--- src/hdl/ers_pkg.sv ---
// ers_pkg: shared types and constants for the elevator request scheduler.
// Used by ers_cell and elevator_request_scheduler; no dependencies.
package ers_pkg;

  localparam int FLOORS_DEF = 4;   // default floor count
  localparam int KINDS      = 3;   // hall up, cab, hall down
  localparam int MAX_BFL    = 4;   // floors that own request bits (12-bit fields)
  localparam int FLOOR_W    = 2;
  localparam int MASK_W     = 12;
  localparam int CNT_W      = 4;

  typedef enum logic [1:0] {
    ACT_LATCH = 2'd0,
    ACT_CLEAR = 2'd1,
    ACT_FLUSH = 2'd2,
    ACT_QUERY = 2'd3
  } act_t;

  localparam logic [1:0] DIR_UP   = 2'd0;
  localparam logic [1:0] DIR_DOWN = 2'd1;

  // Broadcast command to every cell on an accepted beat.
  typedef struct packed {
    logic               upd;
    act_t               act;
    logic [FLOOR_W-1:0] floor;
  } cell_ctl_t;

  // Nearest-hit record passed along the chain.
  // hs/fs: hit on a same-direction kind, ha/fa: hit on any kind.
  typedef struct packed {
    logic               hs;
    logic [FLOOR_W-1:0] fs;
    logic               ha;
    logic [FLOOR_W-1:0] fa;
  } rec_t;

endpackage

--- src/hdl/ers_cell.sv ---
// ers_cell: one floor of the request chain; holds the floor's three request bits
// and registers the nearest-hit records and the running request count. Uses ers_pkg.
module ers_cell #(
  parameter int IDX = 0
) (
  input  logic                       clk,
  input  logic                       rst_n,
  input  ers_pkg::cell_ctl_t         ctl,
  input  logic [ers_pkg::KINDS-1:0]  btn,
  input  ers_pkg::rec_t              abv_in,   // from the floor above
  input  ers_pkg::rec_t              blw_in,   // from the floor below
  input  logic [ers_pkg::CNT_W-1:0]  cnt_in,   // from the floor above
  output logic [ers_pkg::KINDS-1:0]  bits,
  output ers_pkg::rec_t              abv_out,  // nearest hit at or above
  output ers_pkg::rec_t              blw_out,  // nearest hit at or below
  output logic [ers_pkg::CNT_W-1:0]  cnt_out   // requests at or above
);

  localparam logic [ers_pkg::FLOOR_W-1:0] ME = ers_pkg::FLOOR_W'(IDX);

  logic [ers_pkg::KINDS-1:0] bits_r, bits_nxt;
  ers_pkg::rec_t             abv_r, abv_nxt, blw_r, blw_nxt;
  logic [ers_pkg::CNT_W-1:0] cnt_r, cnt_nxt;
  logic                      any_hit, up_hit, dn_hit;

  always_comb begin
    bits_nxt = bits_r;
    if (ctl.upd) begin
      unique case (ctl.act)
        ers_pkg::ACT_LATCH: bits_nxt = bits_r | btn;
        ers_pkg::ACT_CLEAR: if (ctl.floor == ME) bits_nxt = '0;
        ers_pkg::ACT_FLUSH: bits_nxt = '0;
        ers_pkg::ACT_QUERY: bits_nxt = bits_r;
        default:            bits_nxt = bits_r;
      endcase
    end
  end

  always_comb begin
    any_hit = |bits_r;
    up_hit  = bits_r[0] | bits_r[1];   // hall up or cab
    dn_hit  = bits_r[1] | bits_r[2];   // cab or hall down

    abv_nxt.hs = up_hit | abv_in.hs;
    abv_nxt.fs = up_hit ? ME : abv_in.fs;
    abv_nxt.ha = any_hit | abv_in.ha;
    abv_nxt.fa = any_hit ? ME : abv_in.fa;

    blw_nxt.hs = dn_hit | blw_in.hs;
    blw_nxt.fs = dn_hit ? ME : blw_in.fs;
    blw_nxt.ha = any_hit | blw_in.ha;
    blw_nxt.fa = any_hit ? ME : blw_in.fa;

    cnt_nxt = cnt_in + ers_pkg::CNT_W'(bits_r[0]) + ers_pkg::CNT_W'(bits_r[1])
            + ers_pkg::CNT_W'(bits_r[2]);
  end

  always_ff @(posedge clk) begin
    if (!rst_n) begin
      bits_r <= '0;
      abv_r  <= '0;
      blw_r  <= '0;
      cnt_r  <= '0;
    end else begin
      bits_r <= bits_nxt;
      abv_r  <= abv_nxt;
      blw_r  <= blw_nxt;
      cnt_r  <= cnt_nxt;
    end
  end

  assign bits    = bits_r;
  assign abv_out = abv_r;
  assign blw_out = blw_r;
  assign cnt_out = cnt_r;

endmodule

--- src/hdl/elevator_request_scheduler.sv ---
// elevator_request_scheduler: top level; a chain of ers_cell floors plus the
// sequencer that applies the action, waits for the chain to settle and sweeps.
// Depends on ers_pkg and ers_cell.
//
// The result strobe is registered once the sequencer has counted out the settle
//   steps; BFL = min(FLOORS, 4) is the length of the cell chain.
// A beat is taken only while idle; busy drops in the strobe cycle, so the
//   next beat can be taken while the result is shown. The settle time is the
//   ripple of the registered hit records and count down the cell chain.
// Reset (rst_n low, synchronous): all request bits and the count clear, idle.
// The result strobe cannot be held off by the receiver.
module elevator_request_scheduler #(
  parameter int FLOORS = ers_pkg::FLOORS_DEF
) (
  input  logic                         clk,
  input  logic                         rst_n,
  input  logic                         start,
  output logic                         busy,
  input  logic [1:0]                   in_action,
  input  logic [ers_pkg::MASK_W-1:0]   in_button_mask,
  input  logic [ers_pkg::FLOOR_W-1:0]  in_floor,
  input  logic [1:0]                   in_direction,
  output logic                         out_valid,
  output logic [ers_pkg::FLOOR_W-1:0]  out_next_floor,
  output logic                         out_next_valid,
  output logic [ers_pkg::MASK_W-1:0]   out_lamp_mask,
  output logic [ers_pkg::CNT_W-1:0]    out_active_count
);

  // Floors that actually own request bits; the rest never hold requests.
  localparam int BFL   = (FLOORS < ers_pkg::MAX_BFL) ? FLOORS : ers_pkg::MAX_BFL;
  localparam int SCW   = $clog2(BFL + 1);
  localparam int IW    = $clog2(BFL);
  localparam int LAMPB = ers_pkg::KINDS * BFL;
  localparam logic [4:0]     TOP_FL = 5'(FLOORS - 1);
  localparam logic [SCW-1:0] SETTLE = SCW'(BFL);

  typedef enum logic {
    S_IDLE,
    S_RUN
  } state_t;

  state_t                        state_r;
  logic [SCW-1:0]                step_r;
  logic [ers_pkg::FLOOR_W-1:0]   cur_r;
  logic [1:0]                    dir_r;
  logic                          out_valid_r;
  logic [ers_pkg::FLOOR_W-1:0]   next_floor_r;
  logic                          next_valid_r;
  logic [ers_pkg::MASK_W-1:0]    lamp_r;
  logic [ers_pkg::CNT_W-1:0]     count_r;

  logic                          accept;
  ers_pkg::cell_ctl_t            ctl;
  logic [ers_pkg::FLOOR_W-1:0]   cur_sat;

  logic [ers_pkg::KINDS-1:0]     bits_q [BFL];
  ers_pkg::rec_t                 abv_q  [BFL];
  ers_pkg::rec_t                 blw_q  [BFL];
  logic [ers_pkg::CNT_W-1:0]     cnt_q  [BFL];
  logic [ers_pkg::MASK_W-1:0]    lamp_w;

  ers_pkg::rec_t                 rec_up, rec_dn;
  logic [2:0]                    up_idx;
  logic [1:0]                    eff_dir;
  logic                          tgt_ok;
  logic [ers_pkg::FLOOR_W-1:0]   tgt_fl;

  assign accept = start && (state_r == S_IDLE);
  assign busy   = (state_r != S_IDLE);

  // Search floor: anything past the top saturates to the top floor.
  assign cur_sat = ({3'b000, in_floor} > TOP_FL) ? ers_pkg::FLOOR_W'(TOP_FL) : in_floor;

  always_comb begin
    ctl.upd   = accept;
    ctl.act   = ers_pkg::act_t'(in_action);
    ctl.floor = in_floor;
  end

  // ---------------------------------------------------------------------------
  // Cell chain: hit records above ripple downward, records below ripple
  // upward, the request count accumulates from the top floor down to cell 0.
  // ---------------------------------------------------------------------------
  for (genvar i = 0; i < BFL; i++) begin : g_cell
    ers_pkg::rec_t             abv_src, blw_src;
    logic [ers_pkg::CNT_W-1:0] cnt_src;

    if (i == BFL - 1) begin : g_top
      assign abv_src = '0;
      assign cnt_src = '0;
    end else begin : g_mid
      assign abv_src = abv_q[i+1];
      assign cnt_src = cnt_q[i+1];
    end

    if (i == 0) begin : g_bot
      assign blw_src = '0;
    end else begin : g_up
      assign blw_src = blw_q[i-1];
    end

    ers_cell #(
      .IDX (i)
    ) u_cell (
      .clk     (clk),
      .rst_n   (rst_n),
      .ctl     (ctl),
      .btn     (in_button_mask[ers_pkg::KINDS*i +: ers_pkg::KINDS]),
      .abv_in  (abv_src),
      .blw_in  (blw_src),
      .cnt_in  (cnt_src),
      .bits    (bits_q[i]),
      .abv_out (abv_q[i]),
      .blw_out (blw_q[i]),
      .cnt_out (cnt_q[i])
    );

    assign lamp_w[ers_pkg::KINDS*i +: ers_pkg::KINDS] = bits_q[i];
  end

  if (LAMPB < ers_pkg::MASK_W) begin : g_lamp_pad
    assign lamp_w[ers_pkg::MASK_W-1:LAMPB] = '0;
  end

  // ---------------------------------------------------------------------------
  // Sweep on settled chain data. Nearest above the current floor is the record
  // of the cell one up; nearest below is the record of the cell one down.
  // ---------------------------------------------------------------------------
  always_comb begin
    up_idx = {1'b0, cur_r} + 3'd1;
    rec_up = '0;
    rec_dn = '0;
    if (up_idx < 3'(BFL)) rec_up = abv_q[up_idx[IW-1:0]];
    if (cur_r != '0)      rec_dn = blw_q[IW'(cur_r - 2'd1)];

    // End floors force the direction.
    if ({3'b000, cur_r} == TOP_FL) eff_dir = ers_pkg::DIR_DOWN;
    else if (cur_r == '0)          eff_dir = ers_pkg::DIR_UP;
    else                           eff_dir = dir_r;

    tgt_ok = 1'b0;
    tgt_fl = '0;
    priority if (cnt_q[0] == '0) begin
      tgt_ok = 1'b0;
    end else if (cnt_q[0] == ers_pkg::CNT_W'(1)) begin
      // single request: its own floor, even the current one
      tgt_ok = abv_q[0].ha;
      tgt_fl = abv_q[0].fa;
    end else if (eff_dir == ers_pkg::DIR_UP) begin
      priority if (rec_up.hs) begin
        tgt_ok = 1'b1; tgt_fl = rec_up.fs;
      end else if (rec_up.ha) begin
        tgt_ok = 1'b1; tgt_fl = rec_up.fa;
      end else if (rec_dn.ha) begin
        tgt_ok = 1'b1; tgt_fl = rec_dn.fa;
      end else begin
        tgt_ok = 1'b0;
      end
    end else if (eff_dir == ers_pkg::DIR_DOWN) begin
      priority if (rec_dn.hs) begin
        tgt_ok = 1'b1; tgt_fl = rec_dn.fs;
      end else if (rec_dn.ha) begin
        tgt_ok = 1'b1; tgt_fl = rec_dn.fa;
      end else if (rec_up.ha) begin
        tgt_ok = 1'b1; tgt_fl = rec_up.fa;
      end else begin
        tgt_ok = 1'b0;
      end
    end else begin
      // stopped at a middle floor: nothing
      tgt_ok = 1'b0;
    end
  end

  // ---------------------------------------------------------------------------
  // Sequencer and result registers.
  // ---------------------------------------------------------------------------
  always_ff @(posedge clk) begin
    if (!rst_n) begin
      state_r     <= S_IDLE;
      step_r      <= '0;
      out_valid_r <= 1'b0;
    end else begin
      out_valid_r <= 1'b0;
      unique case (state_r)
        S_IDLE: begin
          if (accept) begin
            state_r <= S_RUN;
            step_r  <= '0;
            cur_r   <= cur_sat;
            dir_r   <= in_direction;
          end
        end
        S_RUN: begin
          if (step_r == SETTLE) begin
            state_r      <= S_IDLE;
            out_valid_r  <= 1'b1;
            next_valid_r <= tgt_ok;
            next_floor_r <= tgt_ok ? tgt_fl : '0;
            lamp_r       <= lamp_w;
            count_r      <= cnt_q[0];
          end else begin
            step_r <= step_r + SCW'(1);
          end
        end
        default: state_r <= S_IDLE;
      endcase
    end
  end

  assign out_valid        = out_valid_r;
  assign out_next_floor   = next_floor_r;
  assign out_next_valid   = next_valid_r;
  assign out_lamp_mask    = lamp_r;
  assign out_active_count = count_r;

`ifndef ASSERT_OFF
  a_count_matches_lamps: assert property (@(posedge clk) disable iff (!rst_n)
    out_valid |-> (out_active_count == ers_pkg::CNT_W'($countones(out_lamp_mask))))
    else $error("active count disagrees with lamp mask");

  a_no_target_zero: assert property (@(posedge clk) disable iff (!rst_n)
    out_valid && !out_next_valid |-> (out_next_floor == '0))
    else $error("next floor nonzero without a target");

  a_target_needs_request: assert property (@(posedge clk) disable iff (!rst_n)
    out_valid && out_next_valid |-> (out_active_count != '0))
    else $error("target reported with no active request");

  a_accept_goes_busy: assert property (@(posedge clk) disable iff (!rst_n)
    start && !busy |=> busy && !out_valid)
    else $error("accepted beat did not start the sweep");
`endif

endmodule

--- config.mk ---
export PLATFORM = sky130hd
export DESIGN_NAME = elevator_request_scheduler
export DESIGN_NICKNAME = d
export VERILOG_FILES = /design/src/hdl/ers_pkg.sv /design/src/hdl/ers_cell.sv /design/src/hdl/elevator_request_scheduler.sv
export SDC_FILE = /design/constraint.sdc
export NUM_CORES = 1
export LEC_CHECK = 0
export ABC_CLOCK_PERIOD_IN_PS = 4650
export BUFFER_PORTS_ARGS = -buffer_cell sky130_fd_sc_hd__buf_4
export CAP_MARGIN = 20
export CORE_MARGIN = 8
export CORE_UTILIZATION = 27
export CTS_BUF_LIST = sky130_fd_sc_hd__clkbuf_4
export DETAILED_ROUTE_END_ITERATION = 6
export SETUP_SLACK_MARGIN = 0.5
export SLEW_MARGIN = 20
export SYNTH_ARGS = -nofsm -noshare
export SYNTH_HDL_FRONTEND = slang
export SYNTH_SLANG_ARGS = --single-unit
--- constraint.sdc ---
create_clock -name clk -period 4.65 [get_ports clk]
set_input_delay 0.6975 -clock clk [delete_from_list [all_inputs] [get_ports clk]]
set_output_delay 0.6975 -clock clk [all_outputs]
set_load 0.01 [all_outputs]
==> impl_metrics.yaml <==
die:
  fp.coreArea_um2: 14370
  die_x_um: 136.7
  start_util_pct: 27.39
  io_pins: 42
  rows: 44
  die_y_um: 136.7
  die-area_um2: 18700
placement:
  place_inst: 574
  post_dp_cell_area_um2: 4422
  portBuffers: 41
  pre_cts_slack_ns: 1.450
  dp_hpwl_mm: 6.233
  globalplace.congestion: 0.7872
hold_path:
  holdCritPathClass: "reg -> reg"
synth:
  synth_edf_count: 23
  synth.area.top_cells: "dfxtp_1 35%, edfxtp_1 18%, ha_1 6.7%"
  ys_async_sr_fraction_pct: 0
  ys.flop_type: "dfxtp_1"
  ys_seq_elements: 91
  avgSynthCellArea_um2: 10.96
  ys_seq_area_share_pct: 52.13
  synth_area_leader_cell: "dfxtp_1"
  synth_warnings: 0
  syn_inst: 359
  synth_top_cell_area_share_pct: 34.58
  yosys.cell_types.count: 49
  syn_area_um2: 3936
  syn_nets: 408
timing:
  hold_viol_final: 0
  worst_pin_slew_ns: 0.7980
  finClkSkew_ns: 0.01536
  fin_ws_ns: 1.437
  tns_ns: 0
  drv_slew: 0
  finalSetupViolCount: 0
  period_minus_slack_ns: 3.213
  slew_headroom_pct: 46.80
  rsz0062_at_grt: "no"
  fin_crit_sh_pct: 69.10
  fmax_mhz: 311.2
outcome:
  outcome: "completed"
grt:
  grt.total_usage_pct: 9.318
  grt_max_degree: 59
  grt_pass1_wl_mm: 13.77
  grt_pass1_vias: 2775
  antenna_found_initial: 0
  grt-ovfl-total: 0
drt:
  dr.first_iter.drc_count: 154
  drtAntennaViolNets: 0
  via_per_inst: 4.531
  highest_layer: "met4"
  wl_met3_um: 402
  vias: 2673
  drtPass1Iterations: 6
  wl_mm: 8.160
  drc: 0
  wire_per_inst_um: 13.83
  wl_met1_mm: 3.724
  met2WireLength_mm: 3.938
cells_and_area:
  num_antenna_cells: 0
  nNetsFinal: 450
  area.growth.synth_to_final_pct: 15.99
  n_fill_cell: 1461
  final_cell_count_no_fill: 590
  fin_util_pct: 31.77
  layout-drive-gt1-share_pct: 16.75
  final_common_cell: "dfxtp_1"
  final_cell_mix: "68 x dfxtp_1, 41 x buf_4, 30 x nand2_1"
  stdcell_area_um2: 4566
worst_setup_path:
  startpoint_type: "flop"
  critPathArrivalTime_ns: 3.37
  crit_path_max_fanout: 20
  crit_path_end_kind: "flop"
  cp_top_family: "flip-flops"
  path_buf_inv: 1
  crit_chain: "inv_1, ha_1, mux4_2, nand2_1, a21oi_1, o311ai_0, a311oi_1"
  critPathKind: "reg -> reg"
  slowest_stage: "edfxtp_1"
  cp_data_required_time_ns: 4.81
  slowest_delay_ns: 0.90
power:
  ir_worst_vdd_v: 0.0001399
  power_density_nw_per_um2: 327.7
  leakage_uw: 0.001889
cts:
  root_buffer: "clkbuf_4"
  clock-sinks: 91
  cts_setup_buffers: 0
  cts_buffer_depth: 2
  cts_buffers: 9
  clk_latency_ns: 0.42
  clk_pin_slew_ns: 0.13
  cts-resized-gates: 0
  ctsHoldBuffers: 0
  h-tree-depth: 3
  tritoncts: "done"
job:
  maxCapViolCount: 0
synthesized netlist by cell type (4+ instances only):
| cell type | count |
|---|---|
| mux2i_1 | 6 |
| ha_1 | 21 |
| nand2b_1 | 9 |
| nor3_1 | 5 |
| a211oi_1 | 4 |
| nor2_1 | 22 |
| o21a_1 | 9 |
| nand2_1 | 30 |
| edfxtp_1 | 23 |
| inv_1 | 29 |
| dfxtp_1 | 68 |
| a21oi_1 | 20 |
| and2_1 | 24 |
| nor2b_1 | 7 |
| xnor2_1 | 4 |
| o21ai_0 | 9 |
| clkbuf_1 | 6 |
| fa_1 | 7 |
| and3_1 | 4 |
| mux4_2 | 5 |
| o31a_1 | 5 |
cells by family (layout without fill, tap and decap cells):
logic type / Yosys count / in the layout / share of synthesized area [%]
compound gates: 67 / 67 / 11.41
xor+xnor: 5 / 5 / 1.112
fa+ha+maj: 28 / 28 / 10.24
buf+inv: 39 / 86 / 4.164
flops: 91 / 91 / 52.13
mux: 15 / 15 / 5.912
simple gates: 114 / 114 / 15.03
worst paths after layout:
check | startpoint | endpoint | slack [ns] | cells past startpoint
max | cur_r[0] | out_next_floor[0] | 1.44 | 7
min | g_cell[0].u_cell.cnt_out[3] | out_active_count[3] | 0.45 | 0
max reg2reg | cur_r[0] | out_next_floor[0] | 1.44 | 7
min reg2reg | g_cell[0].u_cell.cnt_out[3] | out_active_count[3] | 0.45 | 0
power by group:
part	internal, uW	leakage (uW)	switching (uW)
Sequential	853	0.000778	39.9
Combinational	85.4	0.00104	88.9
Clock	171	0.0000748	257
registers in the layout (all words and copies together), names as in the netlist:
register and cells:
g_cell.u_cell.cnt_out 15, busy 1, cur_r 2, g_cell.u_cell.bits 12, out_next_floor 2, out_lamp_mask 12, g_cell.u_cell.blw_out 18, g_cell.u_cell.abv_out 18
dir_r 2, out_next_valid 1, out_valid 1, out_active_count 4, step_r 3
routing by layer:
metal	up-vias	track usage (%)
li1	1316	-
met1	1293	11.48
met2	55	15.15
met3	9	3.414
met4	0	2.196
met5	-	0
worst reg2reg max path: cells and delay by family (launching register included):
kind | cells | cell delay [ns]
DFF | 1 | 0.90
adders and majority gates | 1 | 0.75
and+or+nand+nor | 1 | 0.16
AOI/OAI and AO/OA | 3 | 0.55
buffers and inverters | 1 | 0.18
muxes | 1 | 0.42
metrics by stage:
stage	hold WS [ns]	total power (uW)
after global routing	0.4125	1582
after detailed placement	0.4187	1085
after global placement	0.4187	1080
final	0.4465	1496
after CTS	0.4280	1514
after floorplan	0.4092	1025
cell type report:
type	count	area [um2]	share of cell area, %
Timing Repair Buffer	41	307.8	6.742
Clock inverter	6	63.81	1.398
Inverter	29	108.9	2.384
Clock buffer	10	75.07	1.644
Sequential cell	91	2052	44.94
Tap cell	184	230.2	5.042
Multi-Input combinational cell	229	1728	37.85
(Power assumes the default switching activity.)
